File: src/rtl/dfpp_pkg.sv
// ----------------------------------------------------------------------------
// dfpp_pkg - shared types and constants of the decimal fixed-point parser
// Holds the word types of both channels, the parse state, the phase codes
// and the power-of-ten table used to scale a short fraction part.
// ----------------------------------------------------------------------------
package dfpp_pkg;

  localparam int CHAR_W  = 8;
  localparam int VALUE_W = 28;
  localparam int CNT_W   = 4;
  localparam int SCALE_W = 3;

  localparam logic [CHAR_W-1:0] CH_MINUS = 8'h2D;
  localparam logic [CHAR_W-1:0] CH_POINT = 8'h2E;
  localparam logic [CHAR_W-1:0] CH_NUL   = 8'h00;
  localparam logic [CHAR_W-1:0] CH_ZERO  = 8'h30;
  localparam logic [CHAR_W-1:0] CH_NINE  = 8'h39;

  typedef enum logic [2:0] {
    PH_START = 3'd0,
    PH_INT   = 3'd1,
    PH_FRAC  = 3'd2,
    PH_DONE  = 3'd3,
    PH_ERR   = 3'd4
  } phase_t;

  typedef struct packed {
    logic [CHAR_W-1:0] char_code;
    logic              has_char;
    logic              is_last;
  } in_word_t;

  typedef struct packed {
    logic signed [VALUE_W-1:0] value;
    logic                      format_error;
  } out_word_t;

  typedef struct packed {
    phase_t             phase;
    logic               negative;
    logic [VALUE_W-1:0] acc;
    logic [CNT_W-1:0]   cnt;
    logic               seen_any;
  } parse_state_t;

  localparam parse_state_t STATE_RESET = '{
    phase:    PH_START,
    negative: 1'b0,
    acc:      '0,
    cnt:      '0,
    seen_any: 1'b0
  };

  function automatic logic [VALUE_W-1:0] pow10(input logic [SCALE_W-1:0] k);
    logic [VALUE_W-1:0] p;
    unique case (k)
      3'd0:    p = 28'd1;
      3'd1:    p = 28'd10;
      3'd2:    p = 28'd100;
      3'd3:    p = 28'd1000;
      3'd4:    p = 28'd10000;
      default: p = 28'd1;
    endcase
    return p;
  endfunction

endpackage

File: src/rtl/decimal_fixed_point_parser_top.sv
// ----------------------------------------------------------------------------
// decimal_fixed_point_parser_top - decimal string to fixed-point parser
// Parses a decimal string one character per word into a signed value scaled
// by ten to the number of fraction digits.
// ----------------------------------------------------------------------------
// Usage:
// The input channel takes one character word per cycle while in_stall is
// low (in_valid, in_stall, in_data). A word with is_last set closes the
// string and produces exactly one result word on the output channel
// (out_valid, out_stall, out_data); other words produce nothing. A word is
// first captured in an input register; from there it runs the character
// step and, for a last word, loads the result register, which drives the
// output channel. Throughput is one word per cycle while nothing stalls,
// set by the single pass through the step logic and the scaling multiplier.
// While a result waits under out_stall, words that produce no result keep
// flowing; a further last word waits in the input register and in_stall
// rises. Reset empties both registers and returns the parse state to the
// start of a string.
// ----------------------------------------------------------------------------
module decimal_fixed_point_parser_top #(
  parameter int INT_DIGITS  = 6,
  parameter int FRAC_DIGITS = 2
) (
  input  logic                clk,
  input  logic                rst_n,
  input  logic                in_valid,
  output logic                in_stall,
  input  dfpp_pkg::in_word_t  in_data,
  output logic                out_valid,
  input  logic                out_stall,
  output dfpp_pkg::out_word_t out_data
);

  dfpp_pkg::in_word_t     in_data_r;
  logic                   in_vld_r;
  logic                   in_vld_nxt;
  dfpp_pkg::parse_state_t st_r;
  dfpp_pkg::parse_state_t st_nxt;
  dfpp_pkg::parse_state_t st_step;
  dfpp_pkg::out_word_t    res;
  dfpp_pkg::out_word_t    out_data_r;
  logic                   out_vld_r;
  logic                   out_vld_nxt;
  logic                   advance;
  logic                   in_take;

  dfpp_step #(
    .INT_DIGITS  (INT_DIGITS),
    .FRAC_DIGITS (FRAC_DIGITS)
  ) u_step (
    .cur       (st_r),
    .char_code (in_data_r.char_code),
    .has_char  (in_data_r.has_char),
    .nxt       (st_step)
  );

  dfpp_final #(
    .FRAC_DIGITS (FRAC_DIGITS)
  ) u_final (
    .st  (st_step),
    .res (res)
  );

  assign advance  = in_vld_r && (!in_data_r.is_last || !out_vld_r || !out_stall);
  assign in_stall = in_vld_r && !advance;
  assign in_take  = in_valid && !in_stall;

  always_comb begin
    in_vld_nxt = in_take ? 1'b1 : (advance ? 1'b0 : in_vld_r);
    st_nxt     = st_r;
    if (advance) begin
      st_nxt = in_data_r.is_last ? dfpp_pkg::STATE_RESET : st_step;
    end
    out_vld_nxt = out_vld_r && out_stall;
    if (advance && in_data_r.is_last) begin
      out_vld_nxt = 1'b1;
    end
  end

  always_ff @(posedge clk) begin
    if (!rst_n) begin
      in_vld_r  <= 1'b0;
      out_vld_r <= 1'b0;
      st_r      <= dfpp_pkg::STATE_RESET;
    end else begin
      in_vld_r  <= in_vld_nxt;
      out_vld_r <= out_vld_nxt;
      st_r      <= st_nxt;
    end
  end

  always_ff @(posedge clk) begin
    if (in_take) begin
      in_data_r <= in_data;
    end
    if (advance && in_data_r.is_last) begin
      out_data_r <= res;
    end
  end

  assign out_valid = out_vld_r;
  assign out_data  = out_data_r;

endmodule

File: src/rtl/dfpp_step.sv
// ----------------------------------------------------------------------------
// dfpp_step - one character step of the parser
// Takes the current parse state and one character and gives the state that
// follows: phase transition, sign flag, digit count and accumulate by ten plus digit.
// ----------------------------------------------------------------------------
module dfpp_step #(
  parameter int INT_DIGITS  = 6,
  parameter int FRAC_DIGITS = 2
) (
  input  dfpp_pkg::parse_state_t      cur,
  input  logic [dfpp_pkg::CHAR_W-1:0] char_code,
  input  logic                        has_char,
  output dfpp_pkg::parse_state_t      nxt
);

  logic                         is_dig;
  logic [3:0]                   dig_val;
  logic [dfpp_pkg::CHAR_W-1:0]  dig_diff;
  logic [dfpp_pkg::VALUE_W-1:0] acc_mac;

  assign is_dig   = (char_code >= dfpp_pkg::CH_ZERO) && (char_code <= dfpp_pkg::CH_NINE);
  assign dig_diff = char_code - dfpp_pkg::CH_ZERO;
  assign dig_val  = dig_diff[3:0];
  assign acc_mac  = (cur.acc << 3) + (cur.acc << 1)
                  + {{(dfpp_pkg::VALUE_W-4){1'b0}}, dig_val};

  always_comb begin
    nxt = cur;
    if (has_char) begin
      unique case (cur.phase)
        dfpp_pkg::PH_START: begin
          priority if (char_code == dfpp_pkg::CH_MINUS) begin
            nxt.negative = 1'b1;
            nxt.phase    = dfpp_pkg::PH_INT;
          end else if (is_dig) begin
            nxt.acc      = {{(dfpp_pkg::VALUE_W-4){1'b0}}, dig_val};
            nxt.cnt      = dfpp_pkg::CNT_W'(1);
            nxt.seen_any = 1'b1;
            nxt.phase    = dfpp_pkg::PH_INT;
          end else if (char_code == dfpp_pkg::CH_POINT) begin
            nxt.cnt      = '0;
            nxt.seen_any = 1'b1;
            nxt.phase    = dfpp_pkg::PH_FRAC;
          end else begin
            nxt.phase = dfpp_pkg::PH_ERR;
          end
        end
        dfpp_pkg::PH_INT: begin
          priority if (is_dig) begin
            if (cur.cnt < dfpp_pkg::CNT_W'(INT_DIGITS)) begin
              nxt.acc      = acc_mac;
              nxt.cnt      = cur.cnt + dfpp_pkg::CNT_W'(1);
              nxt.seen_any = 1'b1;
            end else begin
              nxt.phase = dfpp_pkg::PH_ERR;
            end
          end else if (char_code == dfpp_pkg::CH_POINT) begin
            nxt.cnt      = '0;
            nxt.seen_any = 1'b1;
            nxt.phase    = dfpp_pkg::PH_FRAC;
          end else begin
            nxt.phase = dfpp_pkg::PH_ERR;
          end
        end
        dfpp_pkg::PH_FRAC: begin
          priority if (is_dig) begin
            if (cur.cnt < dfpp_pkg::CNT_W'(FRAC_DIGITS)) begin
              nxt.acc = acc_mac;
              nxt.cnt = cur.cnt + dfpp_pkg::CNT_W'(1);
            end else begin
              nxt.phase = dfpp_pkg::PH_ERR;
            end
          end else if (char_code == dfpp_pkg::CH_NUL) begin
            nxt.phase = dfpp_pkg::PH_DONE;
          end else begin
            nxt.phase = dfpp_pkg::PH_ERR;
          end
        end
        default: begin
          nxt = cur;
        end
      endcase
    end
  end

endmodule

File: src/rtl/dfpp_final.sv
// ----------------------------------------------------------------------------
// dfpp_final - end-of-string evaluation
// Decides whether the string was well formed, scales the gathered digits to
// the full fraction width and applies the sign.
// ----------------------------------------------------------------------------
module dfpp_final #(
  parameter int FRAC_DIGITS = 2
) (
  input  dfpp_pkg::parse_state_t st,
  output dfpp_pkg::out_word_t    res
);

  logic                          err;
  logic [dfpp_pkg::CNT_W-1:0]    frac_have;
  logic [dfpp_pkg::CNT_W-1:0]    missing;
  logic [2*dfpp_pkg::VALUE_W-1:0] prod;
  logic [dfpp_pkg::VALUE_W-1:0]  mag;

  assign err = (st.phase == dfpp_pkg::PH_ERR) || (st.phase == dfpp_pkg::PH_START)
            || ((st.phase == dfpp_pkg::PH_INT) && !st.seen_any);
  assign frac_have = (st.phase == dfpp_pkg::PH_INT) ? '0 : st.cnt;
  assign missing   = dfpp_pkg::CNT_W'(FRAC_DIGITS) - frac_have;
  assign prod      = st.acc * dfpp_pkg::pow10(missing[dfpp_pkg::SCALE_W-1:0]);
  assign mag       = prod[dfpp_pkg::VALUE_W-1:0];

  always_comb begin
    res.format_error = err;
    if (err) begin
      res.value = '0;
    end else if (st.negative) begin
      res.value = $signed(-mag);
    end else begin
      res.value = $signed(mag);
    end
  end

endmodule

File: config.mk
export PLATFORM = sky130hd
export DESIGN_NAME = decimal_fixed_point_parser_top
export DESIGN_NICKNAME = d
export VERILOG_FILES = /design/src/rtl/dfpp_pkg.sv /design/src/rtl/decimal_fixed_point_parser_top.sv /design/src/rtl/dfpp_step.sv /design/src/rtl/dfpp_final.sv
export SDC_FILE = /design/constraint.sdc
export NUM_CORES = 1
export LEC_CHECK = 0
export ABC_CLOCK_PERIOD_IN_PS = 8350
export BUFFER_PORTS_ARGS = -buffer_cell sky130_fd_sc_hd__buf_2
export CELL_PAD_IN_SITES_DETAIL_PLACEMENT = 0
export CELL_PAD_IN_SITES_GLOBAL_PLACEMENT = 1
export CORE_MARGIN = 2
export CORE_UTILIZATION = 46
export CTS_CLUSTER_DIAMETER = 200
export DETAILED_ROUTE_END_ITERATION = 16
export PLACE_DENSITY_LB_ADDON = 0.25
export SLEW_MARGIN = 20
export SYNTH_ARGS = -nofsm -noshare
export SYNTH_HDL_FRONTEND = slang
export SYNTH_HIERARCHICAL = 1
export SYNTH_SLANG_ARGS = --single-unit
File: constraint.sdc
create_clock -name clk -period 8.35 [get_ports clk]
set_input_delay 2.505 -clock clk [delete_from_list [all_inputs] [get_ports clk]]
set_output_delay 2.505 -clock clk [all_outputs]
set_load 0.1 [all_outputs]
==> results by group, run 1 <==
Run status
  – Status: finished with violations
  – Failing checks: setup timing

Global routing
  – Global-route wire length before repair: 64000 microns
  – Total grt overflow: 0
  – Initial antenna violation count: 0
  – Largest net degree at the start of global routing: 38
  – Vias in the first global route: 12.7k
  – GRT Overall Usage: 25.7%

Setup path
  – Crit path max fanout: 5
  – Worst setup SP type: flop
  – Worst reg2reg path endpoint: out_data[26]
  – Reg2Reg Setup Slack: -0.33 ns
  – R2R depth: 31
  – Crit path DAT: 8.78 ns
  – CP peak stage delay: 0.59 ns
  – R2r startpoint: st_r[5]
  – Crit. End Element: flop
  – Crit-path slowest cell: fa_1
  – Setup CP Type: flop to flop
  – Cell mode on critical path: fa_1
  – WP data required: 8.45 ns

Logic synthesis
  – Cell with the most instances after synthesis: inv_1
  – Syn nets: 1920
  – Top cells by count, synth: inv_1, fa_1, nand2_1
  – Synth Cell Area: 0.0140 sq mm
  – Synthesized instance count: 1590
  – Asr flop ratio synth: 0%
  – Post-synthesis sequential area ratio: 14.0%
  – YS warnings: 6
  – Dominant cell type by area after synthesis: fa_1
  – Post-synth top area share: 27.8%
  – EDFF count, synth: 39
  – Dominant register cell in the synthesized netlist: edfxtp_1
  – Synth Register Bits: 78
  – Syn Area/Cell: 8.80 sq um
  – Synth unique cells: 94
  – Ranking of synthesized cells by area: fa_1, ha_1, edfxtp_1

STA
  – Crit path time final: 8.68 ns
  – Final period util: 104%
  – Worst Slack Setup Final: -0.330 ns
  – Min Hold Slack: 0.473 ns
  – Setup Skew: 0.0103 ns
  – Final Slew Violations: 0
  – Worst Max-Slew Pin Slew: 0.964 ns
  – Final Hold Fails: 0
  – Fmax: 0.115 GHz
  – RSZ-0062 raised after global routing: true
  – Slew HR: 35.8%
  – Final setup vio count: 11

Route
  – Router iterations before antenna repair: 5
  – Total wire length: 39900 microns
  – Routed WL per cell: 16.9 microns
  – DRC Markers: 0
  – Post-DR vias/cell: 5.26
  – Vias: 12.4k
  – 1st-iter DRT viols: 750
  – Post-DRT Antenna Nets: 0

Floorplan
  – Core Region: 0.0298 sq mm
  – Row cnt: 63
  – Full die area: 0.0318 sq mm
  – Die Wd: 178 microns
  – # IOs: 45
  – Initial Util: 46.9%
  – Die height: 178 microns

Place
  – I/O Buffers: 44
  – Global placement routability congestion: 0.913
  – Placed wire-length estimate: 32800 microns

Pwr
  – Worst VDD drop: 0.0000888 V
  – Leakage: 9.30 nW
  – Cell Pwr Density: 46.9 mW/mm^2

Clocking
  – Clk buf depth: 2
  – Max H-tree Level: 3
  – Clock latency at the later pin of the worst-skew pair: 0.37 ns
  – CTS tree: done
  – CTS Hold Buffers Added: 0
  – Clock sink total: 78
  – CTS clk-pin slew, worst paths: 0.06 ns
  – Clock buffer count from CTS: 9
  – CTS root buf: clkbuf_16

Worst hold path
  – Worst hold path startpoint: st_r[0]
  – Hold path cells: 1
  – Worst min-delay path class: flop to flop
  – WHS Endpoint: st_r[0]

Layout
  – Fin nets: 2289
  – Area growth syn-to-layout: 33.4%
  – Fin util: 62.6%
  – Share of post-route cells with drive strength above 1: 32.7%
  – # diodes: 0
  – Fillers: 2551

Job
  – Max-Cap Viols: 0
[flip-flops by register name (all words and copies together), names as in the netlist]
register	flops
in_data_r	10
in_vld_r	1
out_data	29
out_valid	1
st_r	37
[kinds of logic after synthesis]
| logic type | synth area share [%] |
|---|---|
| simple gates | 16.8 |
| compound gates | 16.2 |
| buf+inv | 9.51 |
| xor+xnor | 4.73 |
| mux | 0.143 |
| flops | 14.0 |
| fa+ha+maj | 38.7 |
[report_power, final]
group / leakage [nW] / switching, mW / internal (mW) / total, mW
logic: 8.43 / 0.0516 / 0.0312 / 0.0828
registers: 0.727 / 0.00292 / 0.406 / 0.409
clock network: 0.140 / 0.174 / 0.209 / 0.383
total: 9.30 / 0.228 / 0.646 / 0.874
[area by class of cell]
type	count	area, sq um	area share [%]
clock buffers	11	243	1.30
clock inverters	5	32.5	0.174
inverters	287	1080	5.77
multi-input cells	1173	11800	63.2
flip-flops and latches	78	1950	10.5
well taps	390	488	2.61
repair buffers	410	3070	16.5
[metrics by stage]
step	total power [mW]	area, sq um	TNS [ns]	std cells	setup WS (ns)
6_report	0.874	18700	-2.42	2354	-0.330
5_1_grt	0.903	18700	-7.16	2354	-0.687
4_1_cts	0.877	17800	-2.51	2330	-0.299
3_5_place_dp	0.490	17300	-5.41	2300	-0.602
3_3_place_gp	0.489	17300	-4.35	2300	-0.470
2_1_floorplan	0.464	14400	-0.483	1590	-0.124
[how the worst max path moves through the flow]
stage                  from           end  cells after the start
2_1_floorplan  in_data_r[8]  out_data[25]                     37
3_3_place_gp        st_r[5]  out_data[27]                     34
3_5_place_dp   in_data_r[4]  out_data[26]                     32
4_1_cts             st_r[5]  out_data[25]                     34
5_1_grt             st_r[5]  out_data[24]                     31
6_report            st_r[5]  out_data[26]                     31
[metal layers]
layer / GRT usage (%) / vias up / wire length [microns]
met4: 7.28 / 0 / 844
li1: - / 6012 / -
met2: 41.4 / 248 / 18700
met5: 0 / - / 0
met3: 4.33 / 39 / 1740
met1: 35.8 / 6076 / 18600
[cells in the final DEF, fill, tap and decap left out, drive strengths merged, types with 5 or more instances in the layout]
master  netlist  final
buf          15    410
a31oi        13     13
nand2       150    150
o21a         10     10
o21bai       12     12
o211ai        7      7
o31ai        12     12
xor2         27     27
or3          11     11
a21o         21     21
nor3         24     24
nand3        32     32
xnor2        46     46
or2          10     10
a211oi       11     11
nor2b        11     11
dfxtp        39     39
edfxtp       39     39
nand4        10     10
nor2         92     92
and2         51     51
and3         21     21
o21ai        64     64
clkbuf       37     11
ha          122    122
inv         287    288
fa          194    194
nor3b         7      7
o22ai         5      5
a22o         40     40
nand2b       21     21
a21oi        80     80
[timing repair]
item	in CTS	in global routing
pin swaps	28	62
gates resized for setup	45	132
buffers inserted	14	24
endpoints found under the setup margin	14	20
[critical path: cells and delay by family (launching register included)]
kind	cells	cell delay, ns
AO/OA/AOI/OAI	9	1.76
XOR/XNOR	2	0.47
adder cells (fa/ha/maj)	9	4.21
buffers and inverters	4	0.17
flip-flops	1	0.34
AND/OR/NAND/NOR	7	1.48
No activity file was read; power rests on OpenSTA's default activity.
==> run 2: changes to the inputs <==
--- a/config.mk
+++ b/config.mk
@@ -9,10 +9,12 @@
 export BUFFER_PORTS_ARGS = -buffer_cell sky130_fd_sc_hd__buf_2
 export CELL_PAD_IN_SITES_DETAIL_PLACEMENT = 0
 export CELL_PAD_IN_SITES_GLOBAL_PLACEMENT = 1
+export CORE_ASPECT_RATIO = 1.25
 export CORE_MARGIN = 2
 export CORE_UTILIZATION = 46
 export CTS_CLUSTER_DIAMETER = 200
 export DETAILED_ROUTE_END_ITERATION = 16
+export GPL_ROUTABILITY_DRIVEN = 0
 export PLACE_DENSITY_LB_ADDON = 0.25
 export SLEW_MARGIN = 20
 export SYNTH_ARGS = -nofsm -noshare
==> results by group, run 2 (synthesis results as in run 1) <==
STA
  – Fmax: 0.116 GHz (+0.44%)
  – Worst Slack Setup Final: -0.292 ns (+0.0376 ns)
  – Final Hold Fails: 0 (unchanged)
  – Slew HR: 19.9% (-16 points)
  – Final setup vio count: 10 (-1)
  – Final period util: 104% (-0.45 points)
  – Crit path time final: 8.64 ns (-0.0376 ns)
  – Min Hold Slack: 0.483 ns (+0.00945 ns)
  – Worst Max-Slew Pin Slew: 1.20 ns (+0.237 ns)
  – Final Slew Violations: 0 (unchanged)
  – Setup Skew: 0.00964 ns (-0.000706 ns)
  – RSZ-0062 raised after global routing: true

Pwr
  – Logic pwr share: 9.8% (+0.3 points)
  – Leakage: 9.36 nW (+0.68%)
  – Switching Fraction: 25.7% (-0.43 points)
  – Cell Pwr Density: 48.7 mW/mm^2 (+3.9%)
  – Tot Pwr: 925 uW (+5.8%)
  – NetSw: 238 uW (+4.1%)
  – Clk pwr share: 46.0% (+2.2 points)
  – Worst VDD drop: 0.0000844 V (-4.9%)
  – Internal Power: 688 uW (+6.4%)
  – Seq pwr share: 44.2% (-2.5 points)

Clocking
  – CTS root buf: clkbuf_16
  – CTS tree: done
  – Clock sink total: 78 (unchanged)
  – Clock latency at the later pin of the worst-skew pair: 0.37 ns (about the same)
  – Max H-tree Level: 3 (unchanged)
  – CTS clk-pin slew, worst paths: 0.07 ns (about the same)
  – Clock buffer count from CTS: 9 (unchanged)
  – Clk buf depth: 2 (unchanged)

Floorplan
  – Core Region: 0.0300 sq mm (+0.77%)
  – Row cnt: 71 (+13%)
  – Full die area: 0.0318 sq mm (about the same)
  – Die height: 199 microns (+12%)
  – # IOs: 45 (unchanged)
  – Initial Util: 46.6% (-0.36 points)
  – Die Wd: 160 microns (-10%)

Setup path
  – Reg2Reg Setup Slack: -0.29 ns (+0.04 ns)
  – Crit path DAT: 8.75 ns (-0.03 ns)
  – Worst path buffer plus inverter count: 9 (+5)
  – Family with the most delay on the worst path: adder cells
  – Setup CP Type: flop to flop
  – Crit. End Element: flop
  – WP data required: 8.46 ns (about the same)
  – Cell mode on critical path: fa_1
  – Crit path max fanout: 7 (+2)
  – Crit-path slowest cell: fa_1
  – Worst setup SP type: flop
  – CP peak stage delay: 0.53 ns (-0.06 ns)

Job
  – Max-Cap Viols: 0 (unchanged)

Layout
  – Finished Layout Cells: 2382 (+1.2%)
  – Fin util: 63.3% (+0.67 points)
  – # diodes: 0 (unchanged)
  – Commonest cells after routing, fill and taps aside: buf_4, inv_1, fa_1, nand2_1, ha_1
  – Most common cell after layout, fill and taps aside: buf_4
  – Share of post-route cells with drive strength above 1: 34.2% (+1.5 points)
  – Most flops, register: st_r
  – Fillers: 2541 (-0.39%)
  – Area growth syn-to-layout: 35.9%
  – Fin nets: 2306 (+0.74%)
  – Number of flip-flops under the largest register name: 37 (unchanged)

Worst hold path
  – Worst min-delay path class: flop to flop

Global routing
  – GRT Overall Usage: 25.8% (+0.078 points)
  – Largest net degree at the start of global routing: 38 (unchanged)
  – Total grt overflow: 0 (unchanged)
  – Global-route wire length before repair: 64700 microns (+1.1%)
  – Initial antenna violation count: 0 (unchanged)
  – Vias in the first global route: 13.1k (+2.8%)

Place
  – Placed wire-length estimate: 33100 microns (+0.82%)
  – Post-place setup slack: -0.626 ns (-0.0233 ns)
  – I/O Buffers: 44 (unchanged)
  – Placed cell count: 2327 (+1.2%)

Route
  – Post-DRT Antenna Nets: 0 (unchanged)
  – Total wire length: 40200 microns (+0.77%)
  – Routed WL per cell: 16.9 microns (-0.42%)
  – 1st-iter DRT viols: 552 (-26%)
  – Post-DR vias/cell: 5.23 (-0.59%)
  – DRC Markers: 0 (unchanged)
  – Router iterations before antenna repair: 5 (unchanged)
  – Vias: 12.4k (+0.59%)

Run status
  – Failing checks: setup timing
  – Status: finished with violations
==> run 2: layout make-up <==
type / instances / area, sq um / share of cell area, %
clock inverter: 3 / 21.3 / 0.112
timing repair buffer: 426 / 3270 / 17.2
tap: 401 / 502 / 2.64
multi-input combinational: 1174 / 11900 / 62.5
clock buffer: 13 / 293 / 1.54
inverter: 287 / 1080 / 5.67
sequential: 78 / 1950 / 10.3
==> run 2: worst register-to-register path: cells and delay by family (launching register included) <==
family          cells  cell delay, ns
compound gates     10            1.62
flops               1            0.42
fa+ha+maj           7            3.19
buf+inv             9            0.94
xor+xnor            1            0.19
simple gates       10            2.01
==> run 2: stage by stage <==
step / instance area, sq um / setup TNS, ns
2_1_floorplan: 14400 / -0.483
5_1_grt: 19000 / -5.78
4_1_cts: 18200 / -2.39
3_5_place_dp: 17400 / -4.83
3_3_place_gp: 17400 / -4.20
6_report: 19000 / -1.59
==> run 2: repair_timing <==
item | in CTS | in global routing
hold buffers | 0 | 0
endpoints found under the hold margin | 0 | 0
pin swaps | 25 | 38
setup buffers | 16 | 20
endpoints found under the setup margin | 13 | 17
gates cloned | 2 | 1
resized for setup | 56 | 152
==> run 2: per-layer routing <==
layer / vias up / track usage, % / routed length [microns]
met5: - / 0 / 0
met4: 0 / 10.6 / 1570
met3: 85 / 3.21 / 1260
met2: 245 / 49.2 / 21200
met1: 6068 / 29.1 / 16100
li1: 6050 / - / -
==> run 2: final timing paths <==
| kind | start | endpoint | cells past startpoint |
|---|---|---|---|
| hold reg to reg | st_r[0] | st_r[0] | 1 |
| setup reg to reg | in_data_r[5] | out_data[26] | 37 |
| setup / recovery | in_data_r[5] | out_data[26] | 37 |
| hold / removal | st_r[0] | st_r[0] | 1 |
==> run 2: power groups by stage <==
stage	Combinational, mW	Clock, mW	Sequential (mW)
detailed placement	0.0789	0	0.418
floorplan	0.0365	0	0.428
global route	0.0964	0.451	0.410
finish	0.0908	0.425	0.409
CTS	0.0821	0.437	0.409
global placement	0.0780	0	0.418
==> run 3: changes to the inputs <==
--- a/config.mk
+++ b/config.mk
@@ -15,7 +15,7 @@
 export CTS_CLUSTER_DIAMETER = 200
 export DETAILED_ROUTE_END_ITERATION = 16
 export GPL_ROUTABILITY_DRIVEN = 0
-export PLACE_DENSITY_LB_ADDON = 0.25
+export PLACE_DENSITY = 0.78
 export SLEW_MARGIN = 20
 export SYNTH_ARGS = -nofsm -noshare
 export SYNTH_HDL_FRONTEND = slang
==> results by group, run 3 (synthesis results as in run 1) <==
Setup path
  – Crit path DAT: 8.83 ns (+0.08 ns)
  – Worst Setup SP: in_data_r[8]
  – Worst reg2reg path endpoint: out_data[26]
  – Crit. End Element: flop
  – Crit path max fanout: 6 (-1)
  – Reg2Reg Setup Slack: -0.37 ns (-0.08 ns)
  – CP peak stage delay: 0.53 ns (about the same)
  – Family with the most delay on the worst path: adder cells
  – Crit. path cell count: 36 (-2.7%)
  – Cell mode on critical path: fa_1
  – Crit-path slowest cell: fa_1
  – R2R depth: 36 (-2.7%)
  – Worst setup path end: out_data[26]
  – Worst path buffer plus inverter count: 7 (-2)
  – Worst setup SP type: flop
  – WP data required: 8.47 ns (about the same)
  – R2r startpoint: in_data_r[8]
  – Setup CP Type: flop to flop

Pwr
  – NetSw: 254 uW (+6.8%)
  – Leakage: 9.52 nW (+1.6%)
  – Internal Power: 648 uW (-5.8%)
  – Seq pwr share: 45.4% (+1.2 points)
  – Worst VDD drop: 0.0000732 V (-13%)
  – Cell Pwr Density: 47.0 mW/mm^2 (-3.5%)
  – Tot Pwr: 901 uW (-2.6%)
  – Logic pwr share: 10.3% (+0.5 points)
  – Switching Fraction: 28.1% (+2.5 points)
  – Clk pwr share: 44.4% (-1.6 points)

STA
  – RSZ-0062 raised after global routing: true
  – Slew HR: 31.9% (+12 points)
  – Fmax: 0.115 GHz (-0.86%)
  – Final Slew Violations: 0 (unchanged)
  – Final Hold Fails: 0 (unchanged)
  – Final period util: 104% (+0.90 points)
  – Worst Max-Slew Pin Slew: 1.02 ns (-0.182 ns)
  – Final setup vio count: 10 (unchanged)
  – Worst Slack Setup Final: -0.368 ns (-0.0751 ns)
  – Crit path time final: 8.72 ns (+0.0751 ns)
  – Fin Setup TNS: -2.12 ns (-0.528 ns)
  – Setup Skew: 0.0128 ns (+0.00319 ns)

Global routing
  – Global-route wire length before repair: 65000 microns (+0.55%)
  – Initial antenna violation count: 0 (unchanged)
  – GRT Overall Usage: 25.7% (-0.15 points)
  – Largest net degree at the start of global routing: 38 (unchanged)
  – Vias in the first global route: 13.5k (+2.8%)
  – Total grt overflow: 0 (unchanged)

Layout
  – # diodes: 0 (unchanged)
  – Area growth syn-to-layout: 37.2%
  – Share of post-route cells with drive strength above 1: 34.9% (+0.71 points)
  – Register Area: 0.00195 sq mm (-0.13%)
  – Fin util: 63.9% (+0.60 points)
  – Finished Layout Cells: 2399 (+0.71%)
  – Number of flip-flops under the largest register name: 37 (unchanged)
  – Commonest cells after routing, fill and taps aside: buf_4, inv_1, fa_1, nand2_1, ha_1
  – Most common cell after layout, fill and taps aside: buf_4
  – Most flops, register: st_r
  – Area taken by multi-input logic gates: 0.0119 sq mm (+0.47%)
  – Fillers: 2504 (-1.5%)
  – Fin nets: 2323 (+0.74%)

Floorplan
  – Row cnt: 71 (unchanged)
  – Die height: 199 microns (unchanged)
  – Core Region: 0.0300 sq mm (unchanged)
  – Initial Util: 46.6% (unchanged)
  – # IOs: 45 (unchanged)
  – Die Wd: 160 microns (unchanged)
  – Full die area: 0.0318 sq mm (unchanged)

Route
  – Post-DR vias/cell: 5.28 (+1.0%)
  – Router iterations before antenna repair: 5 (unchanged)
  – Routed WL per cell: 16.7 microns (-0.75%)
  – DRC Markers: 0 (unchanged)
  – Total wire length: 40200 microns (about the same)
  – 1st-iter DRT viols: 505 (-8.5%)
  – Post-DRT Antenna Nets: 0 (unchanged)
  – Vias: 12.7k (+1.7%)

Place
  – Placed wire-length estimate: 32900 microns (-0.62%)
  – I/O Buffers: 44 (unchanged)
  – Post-place setup slack: -0.698 ns (-0.0723 ns)
  – Placed cell count: 2342 (+0.64%)

Clocking
  – Clk buf depth: 2 (unchanged)
  – Clock buffer count from CTS: 9 (unchanged)
  – CTS root buf: clkbuf_16
  – CTS clk-pin slew, worst paths: 0.08 ns (about the same)
  – Clock latency at the later pin of the worst-skew pair: 0.37 ns (about the same)
  – CTS tree: done
  – Max H-tree Level: 3 (unchanged)
  – Clock sink total: 78 (unchanged)

Run status
  – Failing checks: setup timing
  – Status: finished with violations

Worst hold path
  – Worst min-delay path class: flop to flop

Job
  – Max-Cap Viols: 0 (unchanged)
-- run 3: changes by cell type in the layout (fill, tap and decap cells not counted), sizes merged --
cell    previous run  this run
buf              425       442
clkbuf            14        10
inv              288       291
clkinv             2         3
-- run 3: worst min path at each step --
stage / start / to / slack, ns / cells past startpoint
after global placement: st_r[0] / st_r[0] / 0.46 / 1
after detailed placement: st_r[33] / st_r[33] / 0.46 / 1
after floorplan: st_r[0] / st_r[0] / 0.44 / 1
final: st_r[33] / st_r[33] / 0.48 / 1
after global routing: st_r[33] / st_r[33] / 0.49 / 1
after CTS: st_r[33] / st_r[33] / 0.49 / 1
-- run 3: layout make-up --
cell class                 count  area share (%)
tap                          401            2.61
multi-input combinational   1174            62.2
sequential                    78            10.2
clock buffer                   9            1.17
inverter                     287            5.63
clock inverter                 7           0.293
timing repair buffer         443            17.9
-- run 3: repair_timing --
| item | CTS | global route |
|---|---|---|
| gates resized for setup | 108 | 118 |
| gates cloned | 2 | 1 |
| hold buffers | 0 | 0 |
| pin swaps | 51 | 57 |
| endpoints found under the setup margin | 13 | 19 |
| buffers inserted | 21 | 19 |
-- run 3: routing by layer --
metal	wire (microns)	track usage [%]	vias to the layer above
met1	16000	28.6	6242
met4	1370	10.4	0
met5	0	0	-
met3	1050	2.92	86
li1	-	-	6094
met2	21700	49.6	242
-- run 3: power groups by stage --
stage,combinational (mW),clock [mW],sequential (mW)
final,0.0924,0.400,0.409
after global routing,0.0988,0.425,0.410
after CTS,0.0820,0.405,0.409
after detailed placement,0.0785,0,0.418
after global placement,0.0775,0,0.418
after floorplan,0.0365,0,0.428
-- run 3: stage by stage --
step | area, sq um | hold WS (ns)
final | 19200 | 0.483
after global routing | 19200 | 0.495
after CTS | 18500 | 0.486
after detailed placement | 17500 | 0.462
after global placement | 17500 | 0.455
after floorplan | 14400 | 0.437
